## src/hw/rtl/vds_pkg.sv

```systemverilog
`timescale 1ns / 1ps
// vds_pkg: shared types and constants of the velocity direction sector block.
// Holds the CORDIC arctangent table and the fixed field widths. No dependencies.
package vds_pkg;

  localparam int GUARD_BITS   = 24;
  localparam int CORDIC_ITERS = 28;
  localparam int ACC_W        = 32;
  localparam int CNT_W        = 7;
  localparam int FRAME_W      = 6;

  localparam logic [CNT_W-1:0] SECTOR_RESET = 7'd8;
  localparam logic [ACC_W-1:0] HALF_TURN    = 32'h8000_0000;

  typedef logic [ACC_W-1:0]   acc_t;
  typedef logic [CNT_W-1:0]   cnt_t;
  typedef logic [FRAME_W-1:0] frame_t;

  // Valid and zero-vector flag travel together down the cell chain.
  typedef struct packed {
    logic valid;
    logic zero;
  } vds_ctl_t;

  // atan(2^-i) in units of 2^-32 turn, truncated.
  localparam acc_t ATAN_TURNS [CORDIC_ITERS] = '{
    32'h20000000, 32'h12E4051D, 32'h09FB385B, 32'h051111D4,
    32'h028B0D43, 32'h0145D7E1, 32'h00A2F61E, 32'h00517C55,
    32'h0028BE53, 32'h00145F2E, 32'h000A2F98, 32'h000517CC,
    32'h00028BE6, 32'h000145F3, 32'h0000A2F9, 32'h0000517C,
    32'h000028BE, 32'h0000145F, 32'h00000A2F, 32'h00000517,
    32'h0000028B, 32'h00000145, 32'h000000A2, 32'h00000051,
    32'h00000028, 32'h00000014, 32'h0000000A, 32'h00000005
  };

endpackage

```

## src/hw/rtl/vds_quant.sv

```systemverilog
`timescale 1ns / 1ps
// vds_quant: rounds the CORDIC turn accumulator to the angle and picks the sector.
// Depends on vds_pkg for widths and types.
module vds_quant #(
  parameter int ANGLE_BITS  = 16,
  parameter int MAX_SECTORS = 64
) (
  input  vds_pkg::acc_t   acc,
  input  logic            zero,
  input  vds_pkg::cnt_t   sector_count,
  output vds_pkg::frame_t frame_index,
  output logic            no_frames
);
  import vds_pkg::*;

  localparam int NW   = $clog2(MAX_SECTORS + 1);
  localparam int CMPW = (NW > CNT_W) ? NW : CNT_W;
  localparam int PW   = ANGLE_BITS + NW + 1;

  logic [CMPW-1:0]       cnt_ext;
  logic [NW-1:0]         n_eff;
  acc_t                  acc_rnd;
  logic [ANGLE_BITS-1:0] angle;
  logic [PW-1:0]         prod;
  logic [NW:0]           sector;

  always_comb begin
    cnt_ext = CMPW'(sector_count);
    if (cnt_ext > CMPW'(MAX_SECTORS)) begin
      n_eff = NW'(MAX_SECTORS);
    end else begin
      n_eff = NW'(cnt_ext);
    end
  end

  // Round to nearest, half up, wrapping modulo one turn.
  assign acc_rnd = acc + (ACC_W'(1) << (ACC_W - 1 - ANGLE_BITS));
  assign angle   = zero ? '0 : acc_rnd[ACC_W-1 -: ANGLE_BITS];

  assign prod   = PW'(angle) * PW'(n_eff) + (PW'(1) << (ANGLE_BITS - 1));
  assign sector = prod[PW-1 -: (NW + 1)];

  always_comb begin
    no_frames = (n_eff == '0);
    if (no_frames || (sector >= (NW + 1)'(n_eff))) begin
      frame_index = '0;
    end else begin
      frame_index = FRAME_W'(sector);
    end
  end

endmodule

```

## config.mk

```make
export PLATFORM = sky130hd
export DESIGN_NAME = vds_quant
export DESIGN_NICKNAME = d
export VERILOG_FILES = /design/src/hw/rtl/vds_pkg.sv /design/src/hw/rtl/vds_quant.sv
export SDC_FILE = /design/constraint.sdc
export NUM_CORES = 1
export LEC_CHECK = 0
export BUFFER_PORTS_ARGS = -buffer_cell sky130_fd_sc_hd__buf_2
export CORE_UTILIZATION = 30
export DETAILED_ROUTE_END_ITERATION = 10
export GPL_ROUTABILITY_DRIVEN = 0
export PLACE_DENSITY = 0.51
export SETUP_SLACK_MARGIN = 0.05
export SYNTH_ARGS = -nofsm -noshare
export SYNTH_HDL_FRONTEND = slang
export SYNTH_SLANG_ARGS = --single-unit
```

## constraint.sdc

```tcl
create_clock -name vclk -period 15.85
set_input_delay 1.585 -clock vclk [all_inputs]
set_output_delay 1.585 -clock vclk [all_outputs]
set_load 0.005 [all_outputs]
```

==> run summary, run 1 <==
Worst slew margin - 48.6%
arrival time worst endpoint - 8.88 ns
Synth-to-Final Area Change - 7.35%
Core Rows - 41
Seq/Total Area, Yosys - 0%
startpoint types - primary input
Post-CTS Hold Fix Bufs - 0
share of the synthesized area in the top cell type - 34.8%
synth warn - 0
Max-Cap Viols - 0
synthesized instance count - 492
peak supply drop - 0.0000160 V
fin crit share - 66.0%
Leak - 2.26 nW
commonest non-fill, non-tap cells in the layout - inv_1, nor2_1, fa_1, ha_1, buf_2
post-synthesis cell type with the largest combined area - fa_1
vias in the first global route - 3,633
final hold slack - 3.51 ns
# IOs - 47
crit path buf inv count - 6
top cells by area, synth - fa_1, ha_1, inv_1
design area - 4260 sq um
routed vias - 3,305
RSZ-0062 raised after global routing - no
first-pass GRT wire length - 16.7 mm
post-CTS sizing - 0
most common cell after layout, fill and taps aside - inv_1
TritonRoute pass-1 iters - 4
Mapped Avg Cell Area - 8.06 sq um
placed cell areas - 4260 sq um
Final Critical Period - 10.46 ns
1st-iter DRT viols - 118
synthesized cell area - 3970 sq um
die width - 117 um
largest net degree at the start of global routing - 47
Post-Syn Nets - 663
required time of the worst setup path - 14.27 ns
Core Region - 12,800 sq um
crit-path max cell delay - 0.61 ns
Setup-failing EPs final - 0
wire per inst - 13.4 um
setup tns final - 0 ns
Via density - 4.87
Unique masters post-synth - 41
total track usage - 15.2%
CLK BUF - 0
DRC Markers - 0
Nets - 679
Post-DP HPWL - 7.67 mm
Crit path max-delay family - adder cells
Worst Tran Pin Value - 0.764 ns
slowest stage cell, crit path - nand2_1
Starting Density - 31.1%
GRT Residual Overflow - 0
layout cells sized above 1 - 8.89%
Final Max Tran Viols - 0
worst-path fanout max - 20
FF+latch area - 0 sq um
Final Hold Viols - 0
IO buf count - 32
Die Area - 13,700 sq um
status - complete, no violations
Max Clock Freq - 0.0956 GHz
number of fill cells in the layout - 1,383
pwr/cell area - 28.6 nW/um^2
crit path kind - primary input to primary output
Seq cells - 0
Routed Antenna Nets - 0
hold crit path type - primary input to primary output
die height - 117 um
WL final - 9.11 mm
total power draw - 0.122 mW
# diodes - 0
Setup crit end kind - primary output
initial antenna violation count - 0
setup repair bufs after CTS - 0
## final cells by class
type                       instances  area (sq um)  area share, %
multi-input combinational        378          3520           82.7
tap                              172           215           5.05
timing repair buffer              32           160           3.76
inverter                          96           360           8.46
## synthesized netlist by cell type (2+ instances only)
cell type / count
inv_1: 96
nor2_1: 84
fa_1: 69
ha_1: 62
nor3_1: 26
nand2_1: 18
clkbuf_1: 15
nand3_1: 14
or3_1: 14
xnor2_1: 13
a21oi_1: 9
nand2b_1: 8
o21ai_0: 8
a21o_1: 6
xor2_1: 6
nor3b_2: 5
a211oi_1: 4
or2_2: 4
nand4_1: 3
o21ai_1: 3
a31oi_1: 2
and3_1: 2
buf_6: 2
o21a_1: 2
## worst paths after layout
kind                             from        endpoint  cells past startpoint
worst min-delay path  sector_count[4]       no_frames                      3
worst max-delay path  sector_count[6]  frame_index[1]                     27
## power breakdown
group | switching (mW) | total [mW] | internal, mW
Combinational | 0.0714 | 0.122 | 0.0504
Clock | 0 | 0 | 0
Sequential | 0 | 0 | 0
Total | 0.0714 | 0.122 | 0.0504
## routing by layer
metal / vias up / routed length (um) / GRT usage [%]
li1: 1598 / - / -
met1: 1661 / 4310 / 20.2
met2: 42 / 4570 / 29.0
met3: 4 / 189 / 0.257
met4: 0 / 36 / 0.591
met5: - / 0 / 0
## metrics by stage
step / instances / util (%) / setup slack (ns)
global placement: 678 / 33.3 / 5.39
CTS: 678 / 33.3 / 5.29
floorplan: 492 / - / 6.63
detailed placement: 678 / 33.3 / 5.33
finish: 678 / 33.3 / 5.39
global route: 678 / 33.3 / 4.84
## kinds of logic (layout without fill, tap and decap cells)
| logic type | after synthesis | in the layout | share of synthesized area [%] |
|---|---|---|---|
| simple gates | 188 | 188 | 23.5 |
| xor+xnor | 19 | 19 | 4.20 |
| compound gates | 40 | 40 | 6.69 |
| fa+ha+maj | 131 | 131 | 54.4 |
| buf+inv | 114 | 128 | 11.2 |
Power figures use the tool's default switching activity.
==> run 2, diff against run 1 <==
==> constraint.sdc (replaced) <==
create_clock -name vclk -period 10.36
set_input_delay 1.036 -clock vclk [all_inputs]
set_output_delay 1.036 -clock vclk [all_outputs]
set_load 0.005 [all_outputs]
==> run summary, run 2 (synthesis gave the netlist of run 1 again) <==
Worst slew margin - 42.7% (-5.9 points)
crit path to - frame_index[1]
Crit. Startpoint - sector_count[6]
placed cell areas - 4270 sq um (+0.18%)
Via density - 4.77 (-2.1%)
Post-CTS Hold Fix Bufs - 0 (unchanged)
routed vias - 3,242 (-1.9%)
Multi-input gate area - 3520 sq um (unchanged)
vias in the first global route - 3,597 (-0.99%)
Routed Antenna Nets - 0 (unchanged)
Non-Filler Instances - 679 (+0.15%)
setup tns final - 0 ns (unchanged)
WL final - 9.00 mm (-1.1%)
Final Critical Period - 9.09 ns
Max Clock Freq - 0.110 GHz
first-pass GRT wire length - 16.7 mm (+0.46%)
IO buf count - 32 (unchanged)
pwr/cell area - 43.9 nW/um^2 (+53%)
arrival time worst endpoint - 8.05 ns (-0.83 ns)
Final Hold Viols - 0 (unchanged)
required time of the worst setup path - 9.32 ns (-4.95 ns)
wire per inst - 13.3 um (-1.3%)
crit path buf inv count - 5 (-1)
initial antenna violation count - 0 (unchanged)
Crit path max-delay family - adder cells
TritonRoute pass-1 iters - 4 (unchanged)
peak supply drop - 0.0000333 V (+110%)
GRT Residual Overflow - 0 (unchanged)
Core Rows - 41 (unchanged)
Post-DP HPWL - 7.63 mm (-0.63%)
hold crit path type - primary input to primary output
setup repair bufs after CTS - 0 (unchanged)
Die Area - 13,700 sq um (unchanged)
worst-path fanout max - 20 (unchanged)
Most common cell on crit path - fa_1
Final Core Density - 33.4% (+0.059 points)
most common cell after layout, fill and taps aside - inv_1
status - complete, no violations
die height - 117 um (unchanged)
# diodes - 0 (unchanged)
crit-path max cell delay - 0.62 ns (about the same)
WP depth - 26 (-3.7%)
largest net degree at the start of global routing - 47 (unchanged)
RSZ-0062 raised after global routing - no
number of fill cells in the layout - 1,380 (-0.22%)
FF+latch area - 0 sq um (unchanged)
layout cells sized above 1 - 9.07% (+0.18 points)
slowest stage cell, crit path - nand2_1
total track usage - 15.3% (+0.081 points)
Synth-to-Final Area Change - 7.54%
1st-iter DRT viols - 180 (+53%)
Leak - 2.26 nW (+0.20%)
startpoint types - primary input
Setup crit end kind - primary output
Nets - 680 (+0.15%)
CLK BUF - 0 (unchanged)
Starting Density - 31.1% (unchanged)
die width - 117 um (unchanged)
DRC Markers - 0 (unchanged)
dpl cells - 679 (+0.15%)
Core Region - 12,800 sq um (unchanged)
Final Max Tran Viols - 0 (unchanged)
Max-Cap Viols - 0 (unchanged)
post-CTS sizing - 0 (unchanged)
# IOs - 47 (unchanged)
fin crit share - 87.7%
commonest non-fill, non-tap cells in the layout - inv_1, nor2_1, fa_1, ha_1, buf_2
Setup-failing EPs final - 0 (unchanged)
Worst Tran Pin Value - 0.851 ns (+0.0873 ns)
Seq cells - 0 (unchanged)
design area - 4270 sq um (+0.18%)
crit path kind - primary input to primary output
==> run 2: final cells by class <==
cell class / count / share of cell area [%]
multi-input cells: 378 / 82.6
inverters: 96 / 8.45
well taps: 172 / 5.05
repair buffers: 33 / 3.93
==> run 2: worst min-delay path by stage <==
stage | from | endpoint | slack [ns] | depth (start not counted)
2_1_floorplan | sector_count[5] | no_frames | 2.11 | 1
3_3_place_gp | sector_count[4] | no_frames | 2.42 | 3
3_5_place_dp | sector_count[4] | no_frames | 2.43 | 3
4_1_cts | sector_count[4] | no_frames | 2.43 | 3
5_1_grt | sector_count[4] | no_frames | 2.44 | 3
6_report | sector_count[4] | no_frames | 2.43 | 3
==> run 2: tightest hold or removal path: stages <==
cell and delay (ns):
buf_2 0.10, nor4_1 0.11, buf_2 0.15
==> run 2: routing by layer <==
metal	part of all wire, %	track usage [%]
met5	0	0
met4	0.10	0.506
met3	1.6	0.103
met2	50	29.6
met1	48	20.0
==> run 2: stage by stage <==
| stage | total power [mW] | hold WS (ns) | setup slack, ns |
|---|---|---|---|
| global placement | 0.188 | 2.42 | 1.35 |
| detailed placement | 0.190 | 2.43 | 1.28 |
| finish | 0.187 | 2.43 | 1.27 |
| global route | 0.219 | 2.44 | 0.766 |
| floorplan | 0.140 | 2.11 | 2.24 |
| CTS | 0.191 | 2.43 | 1.24 |
==> run 2: where the power goes <==
group | switching [mW] | internal, mW
Combinational | 0.110 | 0.0772
Clock | 0 | 0
Sequential | 0 | 0
